==> config.mk <==
export PLATFORM = sky130hd
export DESIGN_NAME = pij_front
export DESIGN_NICKNAME = d
export VERILOG_FILES = /design/src/rtl/core/pij_pkg.sv /design/src/rtl/core/pij_front.sv
export SDC_FILE = /design/constraint.sdc
export NUM_CORES = 1
export LEC_CHECK = 0
export BUFFER_PORTS_ARGS = -buffer_cell sky130_fd_sc_hd__buf_2
export CELL_PAD_IN_SITES_DETAIL_PLACEMENT = 1
export CELL_PAD_IN_SITES_GLOBAL_PLACEMENT = 2
export CORE_MARGIN = 4
export CORE_UTILIZATION = 41
export DETAILED_ROUTE_END_ITERATION = 8
export PLACE_DENSITY = 0.91
export REMOVE_ABC_BUFFERS = 1
export SLEW_MARGIN = 10
export SYNTH_ARGS = -nofsm -noshare
export SYNTH_HDL_FRONTEND = slang
export SYNTH_SLANG_ARGS = --single-unit
==> constraint.sdc <==
create_clock -name i_clk -period 12.3 [get_ports i_clk]
set_input_delay 0.615 -clock i_clk [delete_from_list [all_inputs] [get_ports i_clk]]
set_output_delay 0.615 -clock i_clk [all_outputs]
set_load 0.005 [all_outputs]
==> src/rtl/core/pij_pkg.sv <==
// Shared types, constants and tables for the pose increment Jacobian block.
package pij_pkg;

    // Fixed-point constants, Q12.20 unless noted.
    localparam int Q20_TWO_PI   = 6588397;
    localparam int Q20_PI       = 3294199;
    localparam int Q20_HALF_PI  = 1647099;
    localparam int Q20_HALF     = 524288;
    localparam int CORDIC_STEPS = 30;
    localparam int CORDIC_GAIN  = 652032874;     // Q30
    localparam int REDUCE_STEPS = 9;             // quotient bits of |angle| / 2pi
    localparam int TRIG_W       = 24;            // width of sine, cosine and their products
    localparam int QUEUE_DEPTH_DEFAULT = 2;

    // Action codes of an input transaction.
    typedef enum logic [1:0] {
        ACT_LOAD_ROT  = 2'd0,
        ACT_LOAD_POSE = 2'd1,
        ACT_COMPUTE   = 2'd2
    } t_action;

    localparam logic [1:0] ROW_INVALID = 2'd3;

    // Classified work handed from the front to the back.
    typedef enum logic [1:0] {
        KIND_LOAD_ROT,
        KIND_LOAD_POSE,
        KIND_COMPUTE
    } t_kind;

    typedef struct packed {
        logic [1:0]         action;
        logic [1:0]         row_select;
        logic signed [31:0] value_a;
        logic signed [31:0] value_b;
        logic signed [31:0] value_c;
        logic signed [31:0] value_d;
    } t_in_item;

    typedef struct packed {
        logic [3:0]         jacobian_row;
        logic signed [31:0] d_phi;
        logic signed [31:0] d_psi;
        logic signed [31:0] d_theta;
        logic signed [31:0] d_x;
        logic signed [31:0] d_y;
        logic signed [31:0] d_z;
        logic               last_row;
        logic               saturated;
    } t_out_item;

    typedef struct packed {
        t_kind              kind;
        logic [1:0]         row;
        logic signed [31:0] value_a;
        logic signed [31:0] value_b;
        logic signed [31:0] value_c;
        logic signed [31:0] value_d;
    } t_queue_item;

    typedef struct packed {
        logic signed [31:0] c0;
        logic signed [31:0] c1;
        logic signed [31:0] c2;
    } t_rot_row;

    typedef enum logic [2:0] {
        CS_IDLE,
        CS_REDUCE,
        CS_FOLD,
        CS_ROTATE,
        CS_FINISH
    } t_cordic_state;

    typedef enum logic [2:0] {
        BS_IDLE,
        BS_CORDIC,
        BS_TRIG,
        BS_DOT_MUL,
        BS_DOT_ADD,
        BS_OUT_MUL,
        BS_OUT_ADD,
        BS_EMIT
    } t_back_state;

    // Arctangent of 2^-i in Q30.
    function automatic logic [29:0] atan_q30(input logic [4:0] idx);
        logic [29:0] v;
        case (idx)
            5'd0:  v = 30'd843314857;
            5'd1:  v = 30'd497837829;
            5'd2:  v = 30'd263043837;
            5'd3:  v = 30'd133525159;
            5'd4:  v = 30'd67021687;
            5'd5:  v = 30'd33543516;
            5'd6:  v = 30'd16775851;
            5'd7:  v = 30'd8388437;
            5'd8:  v = 30'd4194283;
            5'd9:  v = 30'd2097149;
            5'd10: v = 30'd1048576;
            5'd11: v = 30'd524288;
            5'd12: v = 30'd262144;
            5'd13: v = 30'd131072;
            5'd14: v = 30'd65536;
            5'd15: v = 30'd32768;
            5'd16: v = 30'd16384;
            5'd17: v = 30'd8192;
            5'd18: v = 30'd4096;
            5'd19: v = 30'd2048;
            5'd20: v = 30'd1024;
            5'd21: v = 30'd512;
            5'd22: v = 30'd256;
            5'd23: v = 30'd128;
            5'd24: v = 30'd64;
            5'd25: v = 30'd32;
            5'd26: v = 30'd16;
            5'd27: v = 30'd8;
            5'd28: v = 30'd4;
            5'd29: v = 30'd2;
            default: v = 30'd0;
        endcase
        return v;
    endfunction

endpackage

==> src/rtl/core/pij_front.sv <==
// Front end: accepts input transactions, drops ignored ones and queues the rest.
module pij_front
    import pij_pkg::*;
#(
    parameter int QUEUE_DEPTH = QUEUE_DEPTH_DEFAULT
) (
    input  logic        i_clk,
    input  logic        i_rst_n,
    input  logic        i_in_valid,
    output logic        o_in_ready,
    input  t_in_item    i_in_item,
    output logic        o_q_valid,
    output t_queue_item o_q_item,
    input  logic        i_q_pop
);

    localparam int PTR_W = $clog2(QUEUE_DEPTH);
    localparam int CNT_W = $clog2(QUEUE_DEPTH + 1);

    t_queue_item r_mem [QUEUE_DEPTH];
    logic [PTR_W-1:0] r_wr_ptr, r_rd_ptr;
    logic [CNT_W-1:0] r_count;
    logic             w_keep, w_push, w_pop;
    t_kind            w_kind;

    // Classify the incoming transaction; loads of row three and unknown actions are dropped.
    always_comb begin
        w_keep = 1'b0;
        w_kind = KIND_COMPUTE;
        unique case (i_in_item.action)
            ACT_LOAD_ROT: begin
                w_kind = KIND_LOAD_ROT;
                w_keep = (i_in_item.row_select != ROW_INVALID);
            end
            ACT_LOAD_POSE: begin
                w_kind = KIND_LOAD_POSE;
                w_keep = (i_in_item.row_select != ROW_INVALID);
            end
            ACT_COMPUTE: begin
                w_kind = KIND_COMPUTE;
                w_keep = 1'b1;
            end
            default: begin
                w_kind = KIND_COMPUTE;
                w_keep = 1'b0;
            end
        endcase
    end

    assign o_in_ready = (r_count != CNT_W'(QUEUE_DEPTH));
    assign w_push     = i_in_valid && o_in_ready && w_keep;
    assign o_q_valid  = (r_count != '0);
    assign w_pop      = o_q_valid && i_q_pop;
    assign o_q_item   = r_mem[r_rd_ptr];

    // Queue pointers and fill count.
    always_ff @(posedge i_clk) begin
        if (!i_rst_n) begin
            r_wr_ptr <= '0;
            r_rd_ptr <= '0;
            r_count  <= '0;
        end else begin
            if (w_push) begin
                r_wr_ptr <= (r_wr_ptr == PTR_W'(QUEUE_DEPTH - 1)) ? '0 : r_wr_ptr + 1'b1;
            end
            if (w_pop) begin
                r_rd_ptr <= (r_rd_ptr == PTR_W'(QUEUE_DEPTH - 1)) ? '0 : r_rd_ptr + 1'b1;
            end
            if (w_push && !w_pop) begin
                r_count <= r_count + 1'b1;
            end else if (w_pop && !w_push) begin
                r_count <= r_count - 1'b1;
            end
        end
    end

    // Queue storage.
    always_ff @(posedge i_clk) begin
        if (w_push) begin
            r_mem[r_wr_ptr] <= '{kind: w_kind, row: i_in_item.row_select,
                                 value_a: i_in_item.value_a, value_b: i_in_item.value_b,
                                 value_c: i_in_item.value_c, value_d: i_in_item.value_d};
        end
    end

endmodule

==> out/results.ini <==
[placement]
dp_cells=1021
place_congestion=0.715
dp_worst_setup_slack_ps=8800
io_buffers=269
hpwl_mm=15.1

[hold_path]
min_path_type=input port to flip-flop

[global_route]
top_usage_layer=met2
met3_usage_pct=5.09
grt_pass1_vias=5764
grtUsageMet1_pct=16.4
grt_first_pass_wirelength_mm=31.9
grt_start_max_net_pins=72
track_usage_pct=15.3
grt_use_met2_pct=28.5
antenna_found_initial=5
overflow=0

[logic_synthesis]
synth_compound_area_share_pct=0.149
syn_area_per_cell_um2=23.0
yosys.area.top_type_share_pct=78.4
syn_inst=440
synth_cell_types=24
synthXorXnorAreaFrac_pct=0.260
synth_fa_ha_area_share_pct=0.124
yosysTopAreaCell=edfxtp_1
synth_simple_gate_area_share_pct=0.792
yosysWarnings=0
syn_area_um2=10100
synth.area.top_cells=edfxtp_1, mux2_4, mux2_2, buf_6, dfxtp_1
synthMuxAreaShare_pct=17.8
synth_top_family_by_area=multiplexers
seq_area_frac_synth_pct=79.4
synth-seq-cells=269

[clock_tree]
clk_pin_slew_worst_paths_ps=60
hold_buffers=0
clk_latency_ps=530
cts_root_buf=clkbuf_16
htree_levels=1
cts_tree=built
clock_path_buffers=3
cts_resized=0
postCtsSetupRepairBufs=0
cts.sinks=269
numCtsBuffers=29

[critical_path]
cp-end-kind=output pin
cp-start-kind=flip-flop
crit_fanout=58
cp_data_required_time_ps=11690
cp.arrival_ps=3330
worst-setup-path-type=flip-flop to output pin

[cells_and_area]
fin_cells=1072
fin_util_pct=51.8
final_common_cell=buf_2
area_growth_syn_to_layout_pct=24.8
fillers=2293
drive_above_1_share_pct=59.9
layout_common_cells=buf_2, edfxtp_1, mux2_4
layout.nets=865

[drt]
antenna_left=0
dr.pass1.iters=4
vias_per_cell=4.73
wl_mm=21.7
drc_errors=0
vias=5069
wl_per_cell_um=20.3
drt_iter0_drc=259

[power]
p_seq_share_pct=45.5
ir_drop_mv=0.111
power.switching_mw=0.648
sw_frac_of_total_pct=25.3
clkPwrFrac_pct=30.5
combPwrFrac_pct=24.0
p_per_area_nw_per_um2=203
p_leak_nw=4.79
internal_power_mw=1.91
power.total_mw=2.56

[sta]
max_slew_margin_pct=24.3
post-route-min-period_ps=3950
final.period_utilization_pct=32.1
timing.fmax_mhz=253
rsz0062_at_grt=false
postLayoutSetupSlackWorst_ps=8350
setup_tns_ps=0
drv_slew=0
worst_pin_slew_ps=1140
skew_ps=6.22
setup_violations=0
finalHoldViolCount=0

[die]
fp.dieArea_um2=27200
die_w_um=165
die_y_um=165
core_area_um2=24300
fp-row-count=57
start_util_pct=41.6
io_pins=270

[job]
maxCapViolCount=0

[run_status]
status=complete, no violations

## routing by layer
metal	vias up	part of all wire (%)
li1	2326	-
met1	2499	35
met3	49	8.5
met2	189	54
met5	-	0.13
met4	6	2.5
## logic make-up (layout without fill, tap and decap cells)
kind of cell               Yosys count  in the layout
and+or+nand+nor                     14             14
DFF                                269            269
other                                0              2
adders and majority gates            1              1
buffers and inverters               17            323
AOI/OAI and AO/OA                    3              3
xor gates and xnor gates             3              3
muxes                              133            133
## critical path, stage by stage (launching register included)
cell	delay, ps
dfxtp_4	550
buf_4	750
buf_4	890
mux2_2	430
buf_2	130
## cells in the mapped netlist
| library cell | n |
|---|---|
| and2b_1 | 1 |
| inv_1 | 1 |
| clkbuf_1 | 1 |
| mux2_2 | 52 |
| xor2_1 | 3 |
| a21oi_1 | 1 |
| or2_2 | 1 |
| buf_2 | 5 |
| nor2_1 | 3 |
| ha_1 | 1 |
| and2_1 | 1 |
| or3_1 | 1 |
| nand3b_1 | 1 |
| edfxtp_1 | 264 |
| and4_1 | 1 |
| o21ai_0 | 2 |
| nand2b_1 | 2 |
| nor2b_1 | 1 |
| buf_8 | 1 |
| dfxtp_1 | 5 |
| mux2_4 | 80 |
| nand2_1 | 2 |
| mux2i_1 | 1 |
| buf_6 | 9 |
## registers in the layout, summed over array words and instances, names as in the netlist, named ones only
signal,cells
r_rd_ptr,1
r_mem,264
r_count,2
r_wr_ptr,1
## per-stage QoR
step / area [um2] / hold slack (ps)
3_5_place_dp: 11800 / 473
3_3_place_gp: 11800 / 461
5_1_grt: 12600 / 242
2_1_floorplan: 9960 / 447
4_1_cts: 12600 / 242
6_report: 12600 / 275
## cell type report
class,count,area (um2),area share [%]
Sequential cell,269,8030,63.7
Multi-Input combinational cell,154,1940,15.4
Timing Repair Buffer,273,1380,10.9
Clock buffer,32,737,5.84
Tap cell,324,405,3.21
Clock inverter,17,115,0.913
Antenna cell,2,5.00,0.0397
Inverter,1,3.75,0.0298
## power by group through the flow
stage          combinational, mW  clock (mW)  sequential (mW)
2_1_floorplan              0.398           0             1.23
3_3_place_gp               0.615           0             1.18
3_5_place_dp               0.632           0             1.19
4_1_cts                    0.635       0.806             1.17
5_1_grt                    0.668       0.852             1.18
6_report                   0.616       0.781             1.17
## final timing paths
check,cells after the start,slack [ps],endpoint,start
setup / recovery,4,8350,o_q_item[26],flip-flop
hold / removal,1,280,r_mem[1][46],i_in_item[46]
setup reg to reg,4,9200,r_mem[0][61],r_count[0]
hold reg to reg,2,480,r_wr_ptr,r_wr_ptr
No activity file was read; power rests on OpenSTA's default activity.
